**src/rtl/bpq_pkg.sv**
```systemverilog
`timescale 1ns / 1ps
// ----------------------------------------------------------------------------
// Bounded priority queue package
// Shared constants, codes and transaction types for the queue block.
// ----------------------------------------------------------------------------
package bpq_pkg;

    localparam int DEPTH      = 16;
    localparam int WORD_WIDTH = 32;
    localparam int IDX_W      = (DEPTH > 1) ? $clog2(DEPTH) : 1;
    localparam int CNT_W      = $clog2(DEPTH + 1);
    localparam int CAP_W      = 5;
    localparam int COUNT_W    = 5;
    localparam int CMP_W      = (CNT_W > CAP_W) ? CNT_W : CAP_W;

    localparam logic [CAP_W-1:0] CAP_RESET = 5'd16;

    typedef logic [1:0] opcode_t;

    localparam opcode_t OP_ENQ   = 2'd0;
    localparam opcode_t OP_DEQ   = 2'd1;
    localparam opcode_t OP_QUERY = 2'd2;

    typedef struct packed {
        opcode_t                       opcode;
        logic signed [WORD_WIDTH-1:0]  value;
        logic signed [WORD_WIDTH-1:0]  priority_req;
    } cmd_t;

    typedef struct packed {
        logic signed [WORD_WIDTH-1:0]  head_value;
        logic signed [WORD_WIDTH-1:0]  head_priority;
        logic [COUNT_W-1:0]            count;
        logic                          is_empty;
        logic                          is_full;
        logic                          rejected;
    } result_t;

    typedef struct packed {
        logic signed [WORD_WIDTH-1:0]  prio;
        logic signed [WORD_WIDTH-1:0]  value;
    } entry_t;

    typedef struct packed {
        logic              clear;
        logic              valid;
        logic [IDX_W-1:0]  idx;
    } cmp_ctl_t;

    typedef enum logic [1:0] {
        ST_IDLE,
        ST_SCAN,
        ST_SHIFT,
        ST_DONE
    } state_t;

endpackage

```
**src/rtl/bpq_ram.sv**
```systemverilog
`timescale 1ns / 1ps
// ----------------------------------------------------------------------------
// Generic RAM
// One write port and one read port, registered read data.
// ----------------------------------------------------------------------------
module bpq_ram #(
    parameter int WIDTH  = 64,
    parameter int DEPTH  = 16,
    parameter int ADDR_W = (DEPTH > 1) ? $clog2(DEPTH) : 1
) (
    input  logic              clk,
    input  logic              we,
    input  logic [ADDR_W-1:0] waddr,
    input  logic [WIDTH-1:0]  wdata,
    input  logic              re,
    input  logic [ADDR_W-1:0] raddr,
    output logic [WIDTH-1:0]  rdata
);

    logic [WIDTH-1:0] mem [DEPTH];

    always_ff @(posedge clk)
    begin
        if (we)
        begin
            mem[waddr] <= wdata;
        end
        if (re)
        begin
            rdata <= mem[raddr];
        end
    end

endmodule

```
**src/rtl/bpq_cmp.sv**
```systemverilog
`timescale 1ns / 1ps
// ----------------------------------------------------------------------------
// Bounded priority queue compare unit
// Signed priority comparator that keeps the earliest best entry of a scan.
// ----------------------------------------------------------------------------
module bpq_cmp
    import bpq_pkg::*;
(
    input  logic             clk,
    input  logic             rst_n,
    input  cmp_ctl_t         ctl,
    input  entry_t           ent,
    output entry_t           best,
    output logic [IDX_W-1:0] best_idx
);

    logic             have_reg;
    logic             have_next;
    entry_t           best_reg;
    entry_t           best_next;
    logic [IDX_W-1:0] idx_reg;
    logic [IDX_W-1:0] idx_next;
    logic             take;

    // strictly greater keeps the earliest entry among equal priorities
    assign take = ctl.valid && (!have_reg || ($signed(ent.prio) > $signed(best_reg.prio)));

    always_comb
    begin
        have_next = have_reg;
        best_next = best_reg;
        idx_next  = idx_reg;
        if (ctl.clear)
        begin
            have_next = 1'b0;
        end
        else if (take)
        begin
            have_next = 1'b1;
            best_next = ent;
            idx_next  = ctl.idx;
        end
    end

    always_ff @(posedge clk or negedge rst_n)
    begin
        if (!rst_n)
        begin
            have_reg <= 1'b0;
        end
        else
        begin
            have_reg <= have_next;
        end
    end

    always_ff @(posedge clk)
    begin
        best_reg <= best_next;
        idx_reg  <= idx_next;
    end

    assign best     = best_reg;
    assign best_idx = idx_reg;

endmodule

```
**src/rtl/bounded_priority_queue_top.sv**
```systemverilog
`timescale 1ns / 1ps
// ----------------------------------------------------------------------------
// Bounded priority queue
// Priority queue with arrival order among equal priorities, scanned and
// compacted through one entry store and one shared comparator.
// ----------------------------------------------------------------------------
// An enqueue or query scans the entries held after the transaction and then
// strobes done; a dequeue scans for the head, compacts the entries above its
// position and scans the shortened queue once more before done. Each
// scan and compaction step takes one read of the single store read port. A new
// command is taken the cycle after done. The receiver cannot stall results.
// Reset empties the queue and sets capacity to 16; no clearing pass is needed.
module bounded_priority_queue_top
    import bpq_pkg::*;
(
    input  logic             clk,
    input  logic             rst_n,
    input  logic             start,
    output logic             busy,
    input  cmd_t             cmd,
    output logic             done,
    output result_t          result,
    input  logic             cfg_valid,
    output logic             cfg_ready,
    input  logic [CAP_W-1:0] cfg_data
);

    state_t           state_reg;
    state_t           state_next;
    logic [CNT_W-1:0] count_reg;
    logic [CNT_W-1:0] count_next;
    logic [CAP_W-1:0] capacity_reg;
    logic [CNT_W-1:0] issue_reg;
    logic [CNT_W-1:0] issue_next;
    logic             rd_valid_reg;
    logic             rd_valid_next;
    logic [IDX_W-1:0] rd_idx_reg;
    logic [IDX_W-1:0] rd_idx_next;
    logic             deq_pend_reg;
    logic             deq_pend_next;
    logic             rejected_reg;
    logic             rejected_next;

    logic             accept;
    logic             full;
    logic             scan_done;
    logic             issue_go;
    logic [CMP_W-1:0] cap_ext;
    logic [CMP_W-1:0] cap_eff;

    logic             ram_we;
    logic [IDX_W-1:0] ram_waddr;
    entry_t           ram_wdata;
    logic             ram_re;
    logic [IDX_W-1:0] ram_raddr;
    entry_t           rd_ent;

    cmp_ctl_t         cmp_ctl;
    entry_t           best;
    logic [IDX_W-1:0] best_idx;

    assign accept    = start && !busy;
    assign cap_ext   = CMP_W'(capacity_reg);
    assign cap_eff   = (cap_ext > CMP_W'(DEPTH)) ? CMP_W'(DEPTH) : cap_ext;
    assign full      = CMP_W'(count_reg) >= cap_eff;
    assign scan_done = (issue_reg == count_reg) && !rd_valid_reg;
    assign issue_go  = ((state_reg == ST_SCAN) || (state_reg == ST_SHIFT))
                       && (issue_reg < count_reg);
    assign cfg_ready = 1'b1;

    always_comb
    begin
        state_next = state_reg;
        unique case (state_reg)
            ST_IDLE:
            begin
                if (accept)
                begin
                    state_next = ST_SCAN;
                end
            end
            ST_SCAN:
            begin
                if (scan_done)
                begin
                    state_next = deq_pend_reg ? ST_SHIFT : ST_DONE;
                end
            end
            ST_SHIFT:
            begin
                if (scan_done)
                begin
                    state_next = ST_SCAN;
                end
            end
            ST_DONE:
            begin
                state_next = ST_IDLE;
            end
            default:
            begin
                state_next = ST_IDLE;
            end
        endcase
    end

    always_comb
    begin
        count_next    = count_reg;
        issue_next    = issue_reg;
        deq_pend_next = deq_pend_reg;
        rejected_next = rejected_reg;
        rd_valid_next = issue_go;
        rd_idx_next   = issue_reg[IDX_W-1:0];
        ram_we        = 1'b0;
        ram_waddr     = count_reg[IDX_W-1:0];
        ram_wdata     = rd_ent;
        ram_re        = issue_go;
        ram_raddr     = issue_reg[IDX_W-1:0];
        cmp_ctl.clear = 1'b0;
        cmp_ctl.valid = rd_valid_reg && (state_reg == ST_SCAN);
        cmp_ctl.idx   = rd_idx_reg;

        if (issue_go)
        begin
            issue_next = issue_reg + CNT_W'(1);
        end

        unique case (state_reg)
            ST_IDLE:
            begin
                if (accept)
                begin
                    issue_next    = '0;
                    rejected_next = 1'b0;
                    deq_pend_next = 1'b0;
                    cmp_ctl.clear = 1'b1;
                    case (cmd.opcode)
                        OP_ENQ:
                        begin
                            if (full)
                            begin
                                rejected_next = 1'b1;
                            end
                            else
                            begin
                                ram_we          = 1'b1;
                                ram_wdata.prio  = cmd.priority_req;
                                ram_wdata.value = cmd.value;
                                count_next      = count_reg + CNT_W'(1);
                            end
                        end
                        OP_DEQ:
                        begin
                            if (count_reg == '0)
                            begin
                                rejected_next = 1'b1;
                            end
                            else
                            begin
                                deq_pend_next = 1'b1;
                            end
                        end
                        default:
                        begin
                        end
                    endcase
                end
            end
            ST_SCAN:
            begin
                if (scan_done && deq_pend_reg)
                begin
                    issue_next    = CNT_W'(best_idx) + CNT_W'(1);
                    deq_pend_next = 1'b0;
                end
            end
            ST_SHIFT:
            begin
                // close the gap: entry i+1 moves down to i
                ram_we    = rd_valid_reg;
                ram_waddr = rd_idx_reg - IDX_W'(1);
                if (scan_done)
                begin
                    count_next    = count_reg - CNT_W'(1);
                    issue_next    = '0;
                    cmp_ctl.clear = 1'b1;
                end
            end
            ST_DONE:
            begin
            end
            default:
            begin
            end
        endcase
    end

    always_ff @(posedge clk or negedge rst_n)
    begin
        if (!rst_n)
        begin
            state_reg    <= ST_IDLE;
            count_reg    <= '0;
            capacity_reg <= CAP_RESET;
            issue_reg    <= '0;
            rd_valid_reg <= 1'b0;
            deq_pend_reg <= 1'b0;
            rejected_reg <= 1'b0;
        end
        else
        begin
            state_reg    <= state_next;
            count_reg    <= count_next;
            issue_reg    <= issue_next;
            rd_valid_reg <= rd_valid_next;
            deq_pend_reg <= deq_pend_next;
            rejected_reg <= rejected_next;
            if (cfg_valid && cfg_ready)
            begin
                capacity_reg <= cfg_data;
            end
        end
    end

    always_ff @(posedge clk)
    begin
        rd_idx_reg <= rd_idx_next;
    end

    bpq_ram #(
        .WIDTH ($bits(entry_t)),
        .DEPTH (DEPTH)
    ) u_store (
        .clk   (clk),
        .we    (ram_we),
        .waddr (ram_waddr),
        .wdata (ram_wdata),
        .re    (ram_re),
        .raddr (ram_raddr),
        .rdata (rd_ent)
    );

    bpq_cmp u_cmp (
        .clk      (clk),
        .rst_n    (rst_n),
        .ctl      (cmp_ctl),
        .ent      (rd_ent),
        .best     (best),
        .best_idx (best_idx)
    );

    assign busy = (state_reg != ST_IDLE);
    assign done = (state_reg == ST_DONE);

    always_comb
    begin
        result.head_value    = (count_reg == '0) ? '0 : best.value;
        result.head_priority = (count_reg == '0) ? '0 : best.prio;
        result.count         = COUNT_W'(count_reg);
        result.is_empty      = (count_reg == '0);
        result.is_full       = full;
        result.rejected      = rejected_reg;
    end

    a_count_bound: assert property (@(posedge clk) disable iff (!rst_n)
        CMP_W'(count_reg) <= CMP_W'(DEPTH))
        else $error("entry count beyond store depth");

    a_enq_grows: assert property (@(posedge clk) disable iff (!rst_n)
        (accept && (cmd.opcode == OP_ENQ) && !full)
        |=> (count_reg == $past(count_reg) + CNT_W'(1)))
        else $error("accepted enqueue did not add an entry");

    a_shift_in_range: assert property (@(posedge clk) disable iff (!rst_n)
        ((state_reg == ST_SHIFT) && ram_we) |-> (CNT_W'(ram_waddr) < count_reg))
        else $error("compaction write outside held entries");

    a_done_ends: assert property (@(posedge clk) disable iff (!rst_n)
        done |=> !busy)
        else $error("block still busy after result");

endmodule
```
**config.mk**
```make
export PLATFORM = sky130hd
export DESIGN_NAME = bounded_priority_queue_top
export DESIGN_NICKNAME = d
export VERILOG_FILES = /design/src/rtl/bpq_pkg.sv /design/src/rtl/bpq_ram.sv /design/src/rtl/bpq_cmp.sv /design/src/rtl/bounded_priority_queue_top.sv
export SDC_FILE = /design/constraint.sdc
export NUM_CORES = 1
export LEC_CHECK = 0
export BUFFER_PORTS_ARGS = -buffer_cell sky130_fd_sc_hd__clkbuf_2
export CAP_MARGIN = 30
export CORE_MARGIN = 2
export CORE_UTILIZATION = 40
export CTS_CLUSTER_SIZE = 25
export DETAILED_ROUTE_END_ITERATION = 6
export GPL_TIMING_DRIVEN = 0
export PLACE_DENSITY = 0.53
export SYNTH_ARGS = -nofsm -noshare
export SYNTH_HDL_FRONTEND = slang
export SYNTH_SLANG_ARGS = --single-unit
```
**constraint.sdc**
```tcl
create_clock -name clk -period 14 [get_ports clk]
set_input_delay 2.8 -clock clk [delete_from_list [all_inputs] [get_ports clk]]
set_output_delay 2.8 -clock clk [all_outputs]
set_load 0.02 [all_outputs]
```
---- After elaboration in Yosys (flattened, before gate mapping) ----
Memory sizes are Yosys's and may differ from the RTL's. A register that Yosys moved wholly into a read port is not among the register bits.
Index checks and enable logic that the tools add are counted.
operators by class
  add/subtract/negate cells ............... 5
  order comparisons ....................... 4
  equality and inequality tests ........... 11
  muxes and demuxes ....................... 42
  bitwise gates (word level) .............. 1
  reductions and logical operators ........ 23
operators with widths
  operator                                             count
  two-way mux 64 bit                                   4
  two-way mux 32 bit                                   2
  two-way mux 5 bit                                    9
  > comparator 32 bit                                  1
  two-way mux 1 bit                                    16
  one-hot mux 5 bit (3 select lines)                   1
  adder 5 x 1 -> 5 bit, second input constant          2
  one-hot mux 5 bit (2 select lines)                   1
  != test 2 bit, second input constant                 4
  one-hot mux 1 bit (2 select lines)                   4
  one-hot mux 2 bit (4 select lines)                   1
  nonzero test 2 bit                                   4
  logical AND 1 bit                                    6
  two-way mux 2 bit                                    3
  AND reduction 3 bit                                  2
  adder 4 x 1 -> 5 bit, second input constant          1
  equality test 5 bit                                  1
  >= comparator 5 bit                                  1
  > comparator 5 bit, second input constant            1
  logical NOT 5 bit                                    1
  less-than comparator 5 bit                           1
  AND reduction 5 bit                                  1
  subtractor 5 x 1 -> 5 bit, second input constant     1
  equality test 2 x 1 -> 1 bit, second input constant  2
  9 further kinds                                      16
storage, ports and cells
  register bits after elaboration ......... 93
  bits in writable memories ............... 1,024
  input port bits ......................... 75
  memories kept ........................... 1
memories
  name         words  width  rd ports  clocked after memory_dff  wr ports  RTL line       RTL
  u_store.mem  16     64     1         1                         1         bpq_ram.sv:20  logic [WIDTH-1:0] mem [DEPTH];

---- Depth between registers and ports, before layout ----
  depth in word-level cells ............... 9
  gate-level depth with buffers ........... 11
  gate-level depth less buffers ........... 10

---- Cells and area by module ----
A second synthesis with hierarchy kept.
unflattened totals
  cell total of the unflattened synthesis .. 2,151
  area, all modules ....................... 46,005.4 um^2
by module, submodules not included
  module                      instances  cells an instance  area each (um^2)  seq. area each (um^2)
  bpq_ram                     1          1,647              40,222.3          32,671.3
  bpq_cmp                     1          185                2,935.3           2,067.0
  bounded_priority_queue_top  1          319                2,847.7           581.8

---- Worst setup path before layout ----
OpenSTA, ideal clock, no wires.
  path type ............................... input-to-reg
  from .................................... input cmd[64] in the netlist's numbering
  to ...................................... memory u_store.mem[12][0], enable pin
  setup time .............................. 486 ps
  arrival ................................. 6,620 ps
  required time ........................... 13,514 ps
  slack ................................... 6,894 ps
  stages on the path ...................... 5
  buffers on the path ..................... 1
  cell sequence ........................... a2111o_1 a21o_1 buf_6 o32a_4 nor2_1
on the way
  cells in the longest elaborated chain, start to end .. 6
ends and longest elaborated chain
  item                                     RTL line                           RTL
  from (decl)                              bounded_priority_queue_top.sv:20   input cmd_t cmd,
  logical NOT 2 bit                        bounded_priority_queue_top.sv:138  case (cmd.opcode)
  two-way mux 1 bit                        bounded_priority_queue_top.sv:138
  two-way mux 1 bit                        bounded_priority_queue_top.sv:132  if (accept)
  one-hot mux 1 bit (2 select lines)       bounded_priority_queue_top.sv:129  unique case (state_reg)
  two-way mux 1 bit                        bpq_ram.sv:24                      if (we)
  two-way mux 1 bit (implied by the code)  bpq_ram.sv:26                      mem[waddr] <= wdata;
  to (decl)                                bpq_ram.sv:20
Every way passes these cells.

==> flow_summary.toml <==
[synth]
synth-main-ff-cell = "edfxtp_1"
yosysTopAreaCell = "edfxtp_1"
ys_seq_elements = 1181
async_reset_ff_share_pct = 1.78
ys_top_cells_by_area = "edfxtp_1 75%, mux4_2 16%, ha_1 1.4%, dfrtp_1 1.1%, mux2_1 0.98%"
synth_top_area_share_pct = 75.4
synth_edf_count = 1156
netlist_area_sq_um = 46000
syn_area_per_cell_sq_um = 22.8
synth_nets = 2145
yosysUniqueCellTypes = 47
yosysSeqAreaShare_pct = 76.8
yosys_warnings = 0
synth_cells = 2017

[floorplanning]
core_area_sq_um = 114000
dieArea_sq_um = 118000
rows = 124
die_w_um = 343
start_util_pct = 40.3
die_h_um = 343
ioPinCount = 150

[setup_path]
cp_max_fo = 10
crit_family = "buffers and inverters"
critPathCaptureType = "output pin"
cp.arrival_ps = 3550
crit_required_ps = 11200
path_class = "flip-flop to output pin"
crit_chain = "inv_1, nand2_1, or4_1, clkbuf_1, inv_1, clkbuf_1, nor2_1, clkbuf_2"
critPathSlowestCell = "clkbuf_1"
path_buf_inv = 5
worstSetupStartpointType = "flip-flop"
cpPeakStageDelay_ps = 550

[global_routing]
grt_pass1_vias = 22996
grt_pass1_wl_um = 164000
grt_max_degree = 22
grt_usage_pct = 19.7
gr-total-overflow = 0
antenna_found_initial = 5

[timing]
hold_viol = 0
setup_violations = 0
fmax_mhz = 157
setup_tns_ps = 0
worst_pin_slew_ps = 977
slew-limit-headroom_pct = 34.9
clock_skew_ps = 34.5
fin_crit_ps = 6350
timing.hold.ws_ps = 444
setup_slack_ps = 7650
fin_crit_sh_pct = 45.4
rsz0062_at_grt = "false"
maxSlewViolCount = 0

[outcome]
status = "completed"

[cells_and_area]
layout_common_cells = "1,156 x edfxtp_1, 320 x mux4_2, 148 x clkbuf_2"
syn_to_final_growth_pct = 17.5
largest_register_ffs = 1024
final_nets = 2486
post-route-util_pct = 47.4
final_layout_size_suffix_gt1_share_pct = 32.6
antenna_cells = 0
final_common_cell = "edfxtp_1"
design_area_sq_um = 54100

[placement]
gp_congestion = 0.754
placed_area_sq_um = 50200
place_ws_ps = 7880
hpwl_um = 73900
io_buffers = 148

[cts]
htree_num_levels = 3
cts_resized = 0
cts.sinks = 1181
clock_latency_ps = 710
clk_path_buf_depth = 3
tritoncts.num_buffers = 120
path_clk_slew_ps = 60
hold_buffers = 0
cts-root-buf = "clkbuf_16"
cts_tree = "yes"
cts_setup_buffers = 0

[routing]
postRouteAntennaNets = 0
routed_via_density = 5.49
vias = 21827
drt_wl_total_um = 115000
wl_per_cell_um = 28.8
drt_iter0_markers = 2155
drc_errors = 0
dr.pass1.iters = 5

[power]
internal_power_w = 0.00774
sw_frac_of_total_pct = 29.8
ir_drop_uv = 109
clock_power_share_pct = 28.5
p_sw_w = 0.00329
total_leakage_power_nw = 17.4
pwr-share-comb_pct = 27.0
p_per_area_nw_per_um2 = 204
power_frac_seq_pct = 44.4

[flow_run]
drv_cap = 0

[hold_path]
hold_class = "flip-flop to flip-flop"
[cell type report]
type	instances	area (sq um)
fillers	9469	60100
flip-flops and latches	1181	35300
multi-input cells	693	10200
clock buffers	147	3150
repair buffers	219	2160
well taps	1512	1890
clock inverters	80	737
plain buffers	93	439
inverters	50	188
[power by group through the flow]
stage               clock (W)  sequential [W]  combinational [W]
global route          0.00335         0.00493            0.00324
finish                0.00315         0.00490            0.00298
global placement            0         0.00504            0.00281
CTS                   0.00322         0.00490            0.00304
floorplan                   0         0.00492            0.00194
detailed placement          0         0.00497            0.00303
[cells by family (layout without fill, tap and decap cells)]
logic type,Yosys count,in the layout,share of synthesized area (%)
DFF,1181,1181,76.8
xor gates and xnor gates,13,13,0.247
adders and majority gates,53,53,1.46
and+or+nand+nor,163,163,1.70
AOI/OAI and AO/OA,69,69,1.01
other,1,1,0.00815
buffers and inverters,143,589,1.36
muxes,394,394,17.5
[final timing paths]
kind	end	cells past startpoint	slack (ps)	from
hold / removal	u_cmp.best[8]$_DFFE_PP_	0	440	u_store.rdata[8]$_DFFE_PN_
setup / recovery	result[29]	8	7650	count_reg[0]$_DFFE_PN0P_
max in group asynchronous	cap_ext[4]$_DFFE_PN1P_	1	11530	rst_n
hold reg to reg	u_cmp.best[8]$_DFFE_PP_	0	440	u_store.rdata[8]$_DFFE_PN_
setup reg to reg	u_cmp.best[39]$_DFFE_PP_	10	9570	u_store.rdata[63]$_DFFE_PN_
min in group asynchronous	deq_pend_reg$_DFFE_PN0P_	1	2070	rst_n
[routing by layer]
metal | wire (um) | part of all wire (%) | vias to the layer above | track usage (%)
met4 | 2070 | 1.8 | 0 | 4.57
met3 | 6790 | 5.9 | 127 | 2.82
met1 | 48900 | 43 | 11833 | 27.6
li1 | - | - | 9159 | -
met2 | 56900 | 50 | 708 | 32.8
met5 | 0 | 0 | - | 0
[cells in the mapped netlist (all sizes together) (5+ instances only)]
cell       n
mux4     320
and2      33
edfxtp  1156
nor2b      5
dfrtp     20
ha        52
nand2     33
buf       44
xor2       5
xnor2      8
mux2i      6
o21ai     12
nand4     11
a21o       7
nand3      7
a21oi     26
inv       50
nand2b     5
clkbuf    49
nor2      58
mux2      68
o22ai      5
[metrics by stage]
| step | cells | total power (W) |
|---|---|---|
| 6_report | 3975 | 0.0110 |
| 5_1_grt | 3975 | 0.0115 |
| 4_1_cts | 3971 | 0.0112 |
| 3_5_place_dp | 3744 | 0.00800 |
| 3_3_place_gp | 3677 | 0.00785 |
| 2_1_floorplan | 2017 | 0.00686 |
Power figures use the tool's default switching activity.
